### src/hw/rtl/rha_pkg.sv
// ---------------------------------------------------------------------------
// rha_pkg
// shared types and constants for the range histogram accumulator
// ---------------------------------------------------------------------------
package rha_pkg;

    // register indexes
    localparam logic [1:0] REG_RANGE_LOW  = 2'd0;
    localparam logic [1:0] REG_RANGE_HIGH = 2'd1;
    localparam logic [1:0] REG_BUCKETS    = 2'd2;
    localparam logic [1:0] REG_NORM       = 2'd3;

    // controller to datapath commands
    typedef struct packed {
        logic bin_start;   // latch sample and start bucket division
        logic bin_step;    // one division step
        logic bin_fetch;   // read count of the selected bucket
        logic bin_commit;  // update count memory
        logic rd_start;    // begin readout, clear bucket pointer
        logic rd_fetch;    // issue memory read for current bucket
        logic norm_start;  // start q16 ratio
        logic norm_step;   // one ratio step
        logic out_load;    // load output register
        logic rd_next;     // advance bucket pointer
    } t_cmd;

    // datapath to controller status
    typedef struct packed {
        logic in_range;    // latched sample is in range
        logic div_done;    // bucket division finished
        logic norm_done;   // ratio finished
        logic rd_last;     // current bucket is the last in use
        logic norm_mode;   // normalized output selected
        logic is_last;     // latched vector_last
    } t_status;

endpackage

### src/hw/rtl/rha_datapath.sv
// ---------------------------------------------------------------------------
// rha_datapath
// binning divider, count memory, running total, q16 ratio unit, output reg
// ---------------------------------------------------------------------------
module rha_datapath
    import rha_pkg::*;
#(
    parameter int MAX_BUCKETS = 64,
    parameter int SAMPLE_BITS = 16,
    parameter int COUNT_BITS  = 32
) (
    input  logic                   i_clk,
    input  logic                   i_rst_n,
    input  t_cmd                   i_cmd,
    output t_status                o_status,
    input  logic [SAMPLE_BITS-1:0] i_sample,
    input  logic                   i_vlast,
    input  logic [SAMPLE_BITS-1:0] i_range_low,
    input  logic [SAMPLE_BITS-1:0] i_range_high,
    input  logic [6:0]             i_bucket_count,
    input  logic                   i_norm_mode,
    output logic [5:0]             o_bucket_index,
    output logic [31:0]            o_bucket_value,
    output logic [31:0]            o_total_count,
    output logic                   o_range_miss,
    output logic                   o_last_bucket
);

    localparam int AW = (MAX_BUCKETS > 1) ? $clog2(MAX_BUCKETS) : 1;
    localparam int NW = $clog2(MAX_BUCKETS + 1);
    localparam int SW = SAMPLE_BITS + 1;         // span / offset width
    localparam int PW = SW + NW;                 // n * off width
    localparam logic [COUNT_BITS-1:0] CMAX = '1;

    // buckets in use
    logic [NW-1:0] w_n;
    always_comb begin
        if (i_bucket_count == 7'd0) begin
            w_n = NW'(1);
        end else if ({25'd0, i_bucket_count} > MAX_BUCKETS) begin
            w_n = NW'(MAX_BUCKETS);
        end else begin
            w_n = NW'(i_bucket_count);
        end
    end

    // range test and offsets
    logic signed [SW-1:0] w_s, w_lo, w_hi;
    assign w_s  = SW'($signed(i_sample));
    assign w_lo = SW'($signed(i_range_low));
    assign w_hi = SW'($signed(i_range_high));
    logic w_in;
    assign w_in = (w_s >= w_lo) && (w_s < w_hi);

    // restoring divider, one quotient bit a cycle
    logic [PW-1:0]          r_num;
    logic [SW-1:0]          r_den;
    logic [PW-1:0]          r_rem;
    logic [PW-1:0]          r_quo;
    logic [$clog2(PW+1)-1:0] r_dcnt;
    logic                   r_in, r_vlast, r_miss;
    logic [PW-1:0]          w_rsh;
    assign w_rsh = {r_rem[PW-2:0], r_num[PW-1]};

    always_ff @(posedge i_clk) begin
        if (i_cmd.bin_start) begin
            r_num  <= PW'(w_n) * PW'(unsigned'(w_s - w_lo));
            r_den  <= unsigned'(w_hi - w_lo);
            r_rem  <= '0;
            r_quo  <= '0;
            r_dcnt <= '0;
            r_in   <= w_in;
            r_vlast <= i_vlast;
        end else if (i_cmd.bin_step) begin
            r_num  <= {r_num[PW-2:0], 1'b0};
            r_dcnt <= r_dcnt + 1'b1;
            if (w_rsh >= PW'(r_den)) begin
                r_rem <= w_rsh - PW'(r_den);
                r_quo <= {r_quo[PW-2:0], 1'b1};
            end else begin
                r_rem <= w_rsh;
                r_quo <= {r_quo[PW-2:0], 1'b0};
            end
        end
    end

    // bucket memory, cleared by valid bits
    logic [COUNT_BITS-1:0] r_mem [MAX_BUCKETS];
    logic [MAX_BUCKETS-1:0] r_vld;
    logic [COUNT_BITS-1:0] r_rdata;
    logic [COUNT_BITS-1:0] r_total;
    logic [AW-1:0]         r_ptr;
    logic [AW-1:0]         w_bin;
    logic [AW-1:0]         w_raddr;

    assign w_bin = (r_quo >= PW'(w_n)) ? AW'(w_n - 1'b1) : AW'(r_quo);
    assign w_raddr = i_cmd.rd_fetch ? r_ptr : w_bin;

    // registered read of the selected bucket, commit writes the incremented count
    always_ff @(posedge i_clk) begin
        if (i_cmd.bin_fetch || i_cmd.rd_fetch) begin
            r_rdata <= r_vld[w_raddr] ? r_mem[w_raddr] : '0;
        end
        if (i_cmd.bin_commit && r_in) begin
            r_mem[w_bin] <= (r_rdata == CMAX) ? r_rdata : r_rdata + 1'b1;
        end
    end

    always_ff @(posedge i_clk) begin
        if (!i_rst_n) begin
            r_vld   <= '0;
            r_total <= '0;
            r_miss  <= 1'b0;
            r_ptr   <= '0;
        end else begin
            if (i_cmd.bin_commit) begin
                if (r_in) begin
                    r_vld[w_bin] <= 1'b1;
                    if (r_total != CMAX) r_total <= r_total + 1'b1;
                end else begin
                    r_miss <= 1'b1;
                end
            end
            if (i_cmd.rd_start) r_ptr <= '0;
            if (i_cmd.rd_next) begin
                r_ptr <= r_ptr + 1'b1;
                if (o_status.rd_last) r_miss <= 1'b0;
            end
        end
    end

    // q16 ratio unit, one bit a cycle
    logic [COUNT_BITS-1:0] r_nr, r_nden;
    logic [16:0]           r_nq;
    logic [4:0]            r_ncnt;
    logic                  r_nfull;
    logic [COUNT_BITS-1:0] w_diff;
    assign w_diff = r_nden - r_nr;
    always_ff @(posedge i_clk) begin
        if (i_cmd.norm_start) begin
            r_nr    <= r_rdata;
            r_nden  <= r_total;
            r_nq    <= '0;
            r_ncnt  <= '0;
            r_nfull <= (r_rdata >= r_total);
        end else if (i_cmd.norm_step) begin
            r_ncnt <= r_ncnt + 1'b1;
            if (r_nr >= w_diff) begin
                r_nr <= r_nr - w_diff;
                r_nq <= {r_nq[15:0], 1'b1};
            end else begin
                r_nr <= r_nr + r_nr;
                r_nq <= {r_nq[15:0], 1'b0};
            end
        end
    end

    // output register
    logic [31:0] w_val;
    always_comb begin
        if (!i_norm_mode) begin
            w_val = 32'(r_rdata);
        end else if (r_total == '0) begin
            w_val = '0;
        end else if (r_nfull) begin
            w_val = 32'd65536;
        end else begin
            w_val = 32'(r_nq);
        end
    end
    always_ff @(posedge i_clk) begin
        if (i_cmd.out_load) begin
            o_bucket_index <= 6'(r_ptr);
            o_bucket_value <= w_val;
            o_total_count  <= 32'(r_total);
            o_range_miss   <= r_miss;
            o_last_bucket  <= o_status.rd_last;
        end
    end

    assign o_status.in_range  = r_in;
    assign o_status.div_done  = (r_dcnt == ($clog2(PW+1))'(PW - 1));
    assign o_status.norm_done = (r_ncnt == 5'd15);
    assign o_status.rd_last   = (NW'(r_ptr) + 1'b1 == w_n);
    assign o_status.norm_mode = i_norm_mode;
    assign o_status.is_last   = r_vlast;

endmodule

### src/hw/rtl/rha_ctrl.sv
// ---------------------------------------------------------------------------
// rha_ctrl
// sequencer for binning and readout
// ---------------------------------------------------------------------------
module rha_ctrl
    import rha_pkg::*;
(
    input  logic    i_clk,
    input  logic    i_rst_n,
    input  logic    i_in_fire,
    input  logic    i_out_ready,
    input  t_status i_status,
    output t_cmd    o_cmd,
    output logic    o_in_ready,
    output logic    o_out_valid
);

    typedef enum logic [8:0] {
        S_IDLE  = 9'b0_0000_0001,
        S_DIV   = 9'b0_0000_0010,
        S_BRD   = 9'b0_0000_0100,
        S_COMM  = 9'b0_0000_1000,
        S_FETCH = 9'b0_0001_0000,
        S_WAIT  = 9'b0_0010_0000,
        S_NORM  = 9'b0_0100_0000,
        S_LOAD  = 9'b0_1000_0000,
        S_OUT   = 9'b1_0000_0000
    } t_state;

    t_state r_state, n_state;

    always_ff @(posedge i_clk) begin
        if (!i_rst_n) r_state <= S_IDLE;
        else          r_state <= n_state;
    end

    always_comb begin
        n_state = r_state;
        o_cmd = '0;
        o_in_ready = 1'b0;
        o_out_valid = 1'b0;
        case (r_state)
            S_IDLE: begin
                o_in_ready = 1'b1;
                if (i_in_fire) begin
                    o_cmd.bin_start = 1'b1;
                    n_state = S_DIV;
                end
            end
            S_DIV: begin
                o_cmd.bin_step = 1'b1;
                if (i_status.div_done) n_state = S_BRD;
            end
            // read the count of the bucket just found
            S_BRD: begin
                o_cmd.bin_fetch = 1'b1;
                n_state = S_COMM;
            end
            S_COMM: begin
                o_cmd.bin_commit = 1'b1;
                if (i_status.is_last) begin
                    o_cmd.rd_start = 1'b1;
                    n_state = S_FETCH;
                end else begin
                    n_state = S_IDLE;
                end
            end
            S_FETCH: begin
                o_cmd.rd_fetch = 1'b1;
                n_state = S_WAIT;
            end
            S_WAIT: begin
                o_cmd.norm_start = 1'b1;
                n_state = i_status.norm_mode ? S_NORM : S_LOAD;
            end
            S_NORM: begin
                o_cmd.norm_step = 1'b1;
                if (i_status.norm_done) n_state = S_LOAD;
            end
            S_LOAD: begin
                o_cmd.out_load = 1'b1;
                n_state = S_OUT;
            end
            S_OUT: begin
                o_out_valid = 1'b1;
                if (i_out_ready) begin
                    o_cmd.rd_next = 1'b1;
                    n_state = i_status.rd_last ? S_IDLE : S_FETCH;
                end
            end
            default: n_state = S_IDLE;
        endcase
    end

endmodule

### src/hw/rtl/range_histogram_accumulator.sv
// ---------------------------------------------------------------------------
// range_histogram_accumulator
// fixed-range histogram with raw or q1.16 normalized readout
// ---------------------------------------------------------------------------
// a sample passes through these steps:
// accept, serial bucket divider, bucket read, count update
// readout per bucket: fetch, wait, serial q16 ratio unit if normalized, load, output
// input is held off while a readout runs
// synchronous active-low reset clears counts (valid bits), total, miss flag
module range_histogram_accumulator
    import rha_pkg::*;
#(
    parameter int MAX_BUCKETS = 64,
    parameter int SAMPLE_BITS = 16,
    parameter int COUNT_BITS  = 32
) (
    input  logic        i_clk,
    input  logic        i_rst_n,
    input  logic        s_axis_tvalid,
    output logic        s_axis_tready,
    input  logic [15:0] s_axis_tdata,   // sample
    input  logic        s_axis_tlast,   // vector_last
    output logic        m_axis_tvalid,
    input  logic        m_axis_tready,
    output logic [71:0] m_axis_tdata,   // bucket_index, bucket_value, total_count, pad
    output logic        m_axis_tlast,   // last_bucket
    output logic        m_axis_tuser,   // range_miss
    input  logic        psel,
    input  logic        penable,
    input  logic        pwrite,
    input  logic [3:0]  paddr,
    input  logic [31:0] pwdata,
    output logic [31:0] prdata,
    output logic        pready
);

    logic [15:0] r_lo, r_hi;
    logic [6:0]  r_bc;
    logic        r_nm;
    logic        w_wr;
    assign pready = 1'b1;
    assign w_wr = psel && penable && pwrite;

    // configuration registers
    always_ff @(posedge i_clk) begin
        if (!i_rst_n) begin
            r_lo <= '0;
            r_hi <= 16'd32767;
            r_bc <= 7'd64;
            r_nm <= 1'b0;
        end else if (w_wr) begin
            case (paddr[3:2])
                REG_RANGE_LOW:  r_lo <= pwdata[15:0];
                REG_RANGE_HIGH: r_hi <= pwdata[15:0];
                REG_BUCKETS:    r_bc <= pwdata[6:0];
                REG_NORM:       r_nm <= pwdata[0];
                default: ;
            endcase
        end
    end
    always_comb begin
        case (paddr[3:2])
            REG_RANGE_LOW:  prdata = {16'd0, r_lo};
            REG_RANGE_HIGH: prdata = {16'd0, r_hi};
            REG_BUCKETS:    prdata = {25'd0, r_bc};
            REG_NORM:       prdata = {31'd0, r_nm};
            default:        prdata = '0;
        endcase
    end

    t_cmd    w_cmd;
    t_status w_st;
    logic    w_fire;
    assign w_fire = s_axis_tvalid && s_axis_tready;

    rha_ctrl u_ctrl (
        .i_clk(i_clk), .i_rst_n(i_rst_n), .i_in_fire(w_fire),
        .i_out_ready(m_axis_tready), .i_status(w_st), .o_cmd(w_cmd),
        .o_in_ready(s_axis_tready), .o_out_valid(m_axis_tvalid)
    );

    logic [5:0]  w_idx;
    logic [31:0] w_val, w_tot;

    rha_datapath #(
        .MAX_BUCKETS(MAX_BUCKETS), .SAMPLE_BITS(SAMPLE_BITS), .COUNT_BITS(COUNT_BITS)
    ) u_dp (
        .i_clk(i_clk), .i_rst_n(i_rst_n), .i_cmd(w_cmd), .o_status(w_st),
        .i_sample(SAMPLE_BITS'(s_axis_tdata)), .i_vlast(s_axis_tlast),
        .i_range_low(SAMPLE_BITS'(r_lo)), .i_range_high(SAMPLE_BITS'(r_hi)),
        .i_bucket_count(r_bc), .i_norm_mode(r_nm),
        .o_bucket_index(w_idx), .o_bucket_value(w_val), .o_total_count(w_tot),
        .o_range_miss(m_axis_tuser), .o_last_bucket(m_axis_tlast)
    );

    assign m_axis_tdata = {2'b00, w_tot, w_val, w_idx};

    // no input accepted during readout
    a_no_in_out: assert property (@(posedge i_clk) disable iff (!i_rst_n)
        !(s_axis_tready && m_axis_tvalid)) else $error("input taken during readout");
    // output stays valid until taken
    a_hold: assert property (@(posedge i_clk) disable iff (!i_rst_n)
        m_axis_tvalid && !m_axis_tready |=> m_axis_tvalid) else $error("result dropped");

endmodule
### config.mk
export PLATFORM = sky130hd
export DESIGN_NAME = range_histogram_accumulator
export DESIGN_NICKNAME = d
export VERILOG_FILES = /design/src/hw/rtl/rha_pkg.sv /design/src/hw/rtl/rha_datapath.sv /design/src/hw/rtl/rha_ctrl.sv /design/src/hw/rtl/range_histogram_accumulator.sv
export SDC_FILE = /design/constraint.sdc
export NUM_CORES = 2
export LEC_CHECK = 0
export BUFFER_PORTS_ARGS = -buffer_cell sky130_fd_sc_hd__buf_2
export CAP_MARGIN = 20
export CORE_ASPECT_RATIO = 2
export CORE_UTILIZATION = 35
export CTS_CLUSTER_SIZE = 12
export DETAILED_ROUTE_END_ITERATION = 12
export PLACE_DENSITY = 0.45
export RECOVER_POWER = 100
export SYNTH_ARGS = -nofsm -noshare
export SYNTH_HDL_FRONTEND = slang
export SYNTH_SLANG_ARGS = --single-unit
### constraint.sdc
create_clock -name i_clk -period 8.8 [get_ports i_clk]
set_input_delay 0.88 -clock i_clk [delete_from_list [all_inputs] [get_ports i_clk]]
set_output_delay 0.88 -clock i_clk [all_outputs]
set_load 0.005 [all_outputs]
* Word level (Yosys, flattened, before mapping) *
Memories as Yosys holds them, arrays and structs flattened. A register that Yosys moved wholly into a read port is not among the register bits.
Cells that the tools add are included.
Widths: inputs -> output; s select.

operators by class
  add/subtract/negate cells = 13
  multipliers = 1
  $lt $le $gt $ge = 10
  equality and inequality tests = 21
  multiplexer cells = 51
  bitwise gates (word level) = 1
  reduce and logical (&&, ||, !) cells = 21

operator list
  cell                   count
  $mux 32                6
  $pmux 32 s4            1
  $pmux 9 s9             1
  $add 32x1->32 const B  2
  $ge 32x32->1           2
  $or 64x64->64          1
  $sub 32x32->32         2
  $mux 24                2
  $mux 9                 4
  $sub 16x16->17         2
  $add 32x32->32         1
  $eq 32x32->1 const B   1
  $logic_not 32->1       1
  $ne 32x32->1 const B   1
  $ge 24x17->1           1
  $ge 24x7->1            1
  $mul 7x17->24          1
  $mux 6                 4
  $mux 1                 23
  $mux 23                1
  $sub 23x17->23         1
  $mux 17                1
  $ge 16x16->1           1
  $lt 16x16->1           1
  38 further kinds       56

storage, ports and cells
  register bits = 406
  bits in writable memories = 2,048
  input bits = 60
  output and inout bits = 109
  logic and storage cells = 145
  memories = 1

memories
  memory      depth  width  read ports  clocked after Yosys merged registers in  write ports  line                source
  u_dp.r_mem  64     32     1           1                                        1            rha_datapath.sv:88  logic [COUNT_BITS-1:0] r_mem [MAX_BUCKETS];

* Logic depth before layout (Yosys ltp) *
  depth in word-level cells = 10
  mapped depth = 30
  gate-level depth less buffers = 30

* By module *
Synthesis repeated with hierarchy kept, for this count alone.

second synthesis, totals
  cells, all modules = 7,733
  area total of the unflattened synthesis = 108,764.3 sq um

by module, submodules not included
  module                       instances  cells each  area an instance (sq um)  sequential area each (sq um)
  rha_datapath                 1          7,422       106,026.7                 71,408.5
  range_histogram_accumulator  1          232         2,123.3                   800.8
  rha_ctrl                     1          79          614.3                     180.2

* Least setup slack after synthesis *
OpenSTA, ideal clock, no wires.

  path type = in2reg
  start = in s_axis_tdata[1]
  end = reg u_dp.r_num[22] (data pin)
  setup time = 267 ps
  data arrival time = 6,928 ps
  data required time = 8,533 ps
  setup slack = 1,606 ps
  cell stages on the path = 29
  buffers on the path = 0
  path through = ha_1 > nor2b_1 > o21ai_0 > a21boi_0 > o21ai_0 > a21boi_0 > o21ai_0 > nand2_1 > a21o_1 > a21oi_1 > xor2_1 > nor2_1 > fa_1 > fa_1 > fa_1 > inv_1 > fa_1 > inv_1 > ha_1 > a21o_1 > a21oi_1 > nand2_1 > o21a_1 > a41o_1 > o221ai_1 > o21ai_0 > a21oi_1 > xor2_1 > o21ai_0

on the way
  word-level cells in the longest chain between the ends = 3

ends and longest elaborated chain
  what                  line                               source
  start, declared       range_histogram_accumulator.sv:21  input logic [15:0] s_axis_tdata,
  $sub 16x16->17        rha_datapath.sv:67                 r_num <= PW'(w_n) * PW'(unsigned'(w_s - w_lo));
  $mul 7x17->24         rha_datapath.sv:67
  $mux 24               rha_datapath.sv:66                 if (i_cmd.bin_start) begin
  end signal, assigned  rha_datapath.sv:67
  end signal, assigned  rha_datapath.sv:75                 r_num <= {r_num[PW-2:0], 1'b0};
  end, declared         rha_datapath.sv:56                 logic [PW-1:0] r_num;

Every way passes these cells.
A chain may end at the register's enable or synchronous reset.

* Worst setup path in the final report *
  start = reg r_bc[6]
  end = mem u_dp.r_mem[9][0] (enable)

on the way
  word-level cells in the longest chain between the ends = 5
  elaborated cells on any way between the ends = 7
  those cells by class = 1 x add/sub; 2 x order compare; 3 x mux; 1 x reduce/logical

ends and longest elaborated chain
  what                                        line                               source
  start, declared                             range_histogram_accumulator.sv:38  logic [6:0] r_bc;
  start signal, assigned                      range_histogram_accumulator.sv:55  REG_BUCKETS: r_bc <= pwdata[6:0];
  $gt 7x7->1                                  rha_datapath.sv:40                 end else if ({25'd0, i_bucket_count} > MAX_BUCKETS) begin
  $mux 7                                      rha_datapath.sv:40
  $mux 7 *                                    rha_datapath.sv:38                 if (i_bucket_count == 7'd0) begin
  $ge 24x7->1 or $sub 6x1->6 (tied branches)  rha_datapath.sv:96                 assign w_bin = (r_quo >= PW'(w_n)) ? AW'(w_n - 1'b1) : AW'(r_quo);
  $mux 6 *                                    rha_datapath.sv:96
  end, declared                               rha_datapath.sv:88

Every way passes the cells marked *; elsewhere a longest branch is shown, timed or not.

==> flow_metrics.env <==
export IMPL_outcome="complete, but fails checks"
export IMPL_failing_checks="max-capacitance violations, max-slew violations"
export IMPL_synth_top_cells_by_count="sky130_fd_sc_hd__edfxtp_1 (2260), sky130_fd_sc_hd__nand2_1 (1887), sky130_fd_sc_hd__a21oi_1 (550)"
export IMPL_fin_util_pct=39.3
export IMPL_cts_root_buf="sky130_fd_sc_hd__clkbuf_16"
export IMPL_layout_area_overhead_vs_synth_pct=11.9
export IMPL_detail_route_wirelength_um=393000
export IMPL_fin_skew_ps=60.9
export IMPL_drtIter0Drc=5608
export IMPL_crit_required_ps=9330
export IMPL_timing_hold_ws_ps=163
export IMPL_clkSinkCount=2486
export IMPL_place_hpwl_um=253000
export IMPL_grt_setup_unrepaired="false"
export IMPL_cts_resized=0
export IMPL_crit_family="simple AND/OR/NAND/NOR gates"
export IMPL_row_count=290
export IMPL_max_cap_viol_count=92
export IMPL_setup_slack_ps=591
export IMPL_count_of_buffering_cells_on_the_critical_path_with_inverters_included=4
export IMPL_globalplace_congestion=0.873
export IMPL_worst_path_max_delay_cell="sky130_fd_sc_hd__nor2_2"
export IMPL_post_dp_cell_area_sq_um=117000
export IMPL_setup_total_negative_slack_ps=0
export IMPL_chipWidth_um=397
export IMPL_detailedPlace_worstSlack_ps=678
export IMPL_ys_warn_count=0
export IMPL_final_layout_size_suffix_gt1_share_pct=7.43
export IMPL_drt_wirelength_per_cell_um=29.3
export IMPL_drc=0
export IMPL_route_detailed_vias_per_inst=5.46
export IMPL_cts_hold_buffers=0
export IMPL_clock_pin_slew_worst_setup_and_hold_paths_ps=60
export IMPL_synth_enable_flop_cells=2260
export IMPL_cts_buffers=240
export IMPL_grt_start_max_net_pins=138
export IMPL_synth_area_leader_cell="sky130_fd_sc_hd__edfxtp_1"
export IMPL_antenna_found_initial=12
export IMPL_overflow=0
export IMPL_route_antenna_remaining_nets=0
export IMPL_timing_worst_setup_path_type="flop to flop"
export IMPL_fp_dieH_um=793
export IMPL_finish_instance_area_sq_um=122000
export IMPL_cp_arrival_ps=8740
export IMPL_power_leakage_nw=43.1
export IMPL_via_count_of_the_first_global_routing_pass=74200
export IMPL_clk_insertion_delay_late_ps=950
export IMPL_ir_worst_vdd_mv=0.161
export IMPL_cts_tree="built"
export IMPL_final_hold_viol_count=0
export IMPL_groute_usage_overall_pct=24.5
export IMPL_timing_final_setup_violations=0
export IMPL_post_place_cells=13000
export IMPL_yosysUniqueCellTypes=93
export IMPL_port_buffers=131
export IMPL_power_density_nw_per_um2=195
export IMPL_die_area_sq_um=315000
export IMPL_post_layout_total_power_mw=23.9
export IMPL_critical_path_endpoint_type="flop"
export IMPL_io_pins=169
export IMPL_async_flop_share_pct=0
export IMPL_synth_cell_area_sq_um=109000
export IMPL_final_fill_count=29800
export IMPL_worstMarginPinSlew_ps=4110
export IMPL_htree_num_levels=4
export IMPL_worst_setup_path_start_kind="flop"
export IMPL_sequential_element_share_of_the_synthesized_area_pct=66.1
export IMPL_synth_top_cell_area_share_pct=62.0
export IMPL_final_min_period_over_clock_period_pct=93.3
export IMPL_core_area_sq_um=311000
export IMPL_grt_pass1_wl_um=552000
export IMPL_final_period_minus_worst_setup_slack_ps=8210
export IMPL_post_syn_area_per_cell_sq_um=12.2
export IMPL_finalNetCount=9537
export IMPL_slew_limit_headroom_pct=-174
export IMPL_post_synthesis_instance_total=8981
export IMPL_clock_fmax_ghz=0.122
export IMPL_worstHoldPathType="input pin to flop"
export IMPL_report_final_slew_viol_count=3320
export IMPL_ys_top_cells_by_area="sky130_fd_sc_hd__edfxtp_1 (62%), sky130_fd_sc_hd__nand2_1 (6.5%), sky130_fd_sc_hd__dfxtp_1 (4.1%)"
export IMPL_post_synth_top_count_cell="sky130_fd_sc_hd__edfxtp_1"
export IMPL_start_util_pct=35.2
export IMPL_clock_tree_buffer_depth=4
export IMPL_via_count=73200
export IMPL_synth_seq_cells=2486
export IMPL_cpPeakStageDelay_ps=1430
export IMPL_crit_chain="clkinv_1 -> buf_4 -> nand2_1 -> clkbuf_1 -> ha_1 -> o21ai_0 -> a21oi_1 -> o31ai_1 -> nand2_1 -> mux2i_1 -> nand3b_1 -> nor2_2 -> clkbuf_1"
export IMPL_drt_pre_antenna_iters=5
export IMPL_post_cts_buffers=0
export IMPL_synth_flop_cell="sky130_fd_sc_hd__edfxtp_1"
export IMPL_path_max_fanout=25
export IMPL_instances_no_fill=13400
## path summary, 6_finish.rpt
kind | slack [ps] | from | depth (start not counted) | endpoint
min | 160 | s_axis_tlast | 1 | u_dp.r_vlast$_DFFE_PP_
min reg2reg | 460 | u_dp.r_miss$_SDFF_PN0_ | 0 | u_dp.o_range_miss$_DFFE_PP_
max | 590 | r_bc[6]$_SDFFE_PN1P_ | 13 | u_dp.r_mem[9][0]$_DFFE_PP_
max reg2reg | 590 | r_bc[6]$_SDFFE_PN1P_ | 13 | u_dp.r_mem[9][0]$_DFFE_PP_
## where the power goes
| group | total (mW) | switching [mW] | internal [mW] |
|---|---|---|---|
| clock | 9.63 | 4.48 | 5.14 |
| combinational | 1.56 | 1.09 | 0.476 |
| sequential | 12.7 | 0.0207 | 12.7 |
| total | 23.9 | 5.59 | 18.3 |
## worst reg2reg max path, cell delays in order, from the launching register on
cell and delay [ps]:
sky130_fd_sc_hd__dfxtp_1 630, sky130_fd_sc_hd__clkinv_1 130, sky130_fd_sc_hd__buf_4 270, sky130_fd_sc_hd__nand2_1 100, sky130_fd_sc_hd__clkbuf_1 990, sky130_fd_sc_hd__ha_1 420, sky130_fd_sc_hd__o21ai_0 180, sky130_fd_sc_hd__a21oi_1 80
sky130_fd_sc_hd__o31ai_1 660, sky130_fd_sc_hd__nand2_1 510, sky130_fd_sc_hd__mux2i_1 1000, sky130_fd_sc_hd__nand3b_1 590, sky130_fd_sc_hd__nor2_2 1430, sky130_fd_sc_hd__clkbuf_1 840
## kinds of logic (layout without fill, tap and decap cells)
logic type	after synthesis	in the layout	share of synthesized area, %
and+or+nand+nor	3410	3410	13.6
DFF	2486	2486	66.1
AOI/OAI and AO/OA	1487	1487	8.50
buffers and inverters	764	1075	3.08
muxes	345	345	3.20
adders and majority gates	297	297	3.94
xor gates and xnor gates	190	190	1.52
other	2	25	0.00686
## layout by cell type, fill, tap and decap left out, drive strengths merged, types with 37 or more instances in the layout
cell type     n
a21o         58
nor4         40
a21oi       551
clkbuf      558
fa           79
o22ai        62
a211oi       62
a2111oi      45
xor2         57
a31oi        91
nor3        143
nand4        55
or3          53
xnor2       133
o211ai       38
inv         252
and3         37
ha          218
and2         44
o21a         91
edfxtp     2260
nand3       535
nand2      1887
mux2i       321
dfxtp       226
nor2b        56
buf         250
nor2        430
o21ai       230
a21boi       49
## routing by layer
metal | vias to the layer above | global-route usage, % | routed length [um]
met4 | 2 | 13.4 | 26100
li1 | 33000 | - | -
met3 | 695 | 2.17 | 14500
met5 | - | 0 | 15
met2 | 1990 | 47.5 | 213000
met1 | 37600 | 25.6 | 139000
## sequential cells by signal, indices dropped and copies added (netlist names), 24 cells and up
| register | cells |
|---|---|
| u_dp.r_mem | 2048 |
| u_dp.r_vld | 64 |
| u_dp.o_bucket_value | 32 |
| u_dp.o_total_count | 32 |
| u_dp.r_nden | 32 |
| u_dp.r_nr | 32 |
| u_dp.r_rdata | 32 |
| u_dp.r_total | 32 |
| u_dp.r_num | 24 |
| u_dp.r_quo | 24 |
## final cells by class
type | count | area (sq um) | area share [%]
timing repair buffer | 453 | 2950 | 2.41
antenna | 6 | 15.0 | 0.0123
inverter | 251 | 942 | 0.769
clock buffer | 355 | 6570 | 5.36
tap | 4088 | 5110 | 4.18
sequential | 2486 | 72400 | 59.1
clock inverter | 16 | 190 | 0.155
multi-input combinational | 5748 | 34300 | 28.0
(Power assumes the default switching activity.)
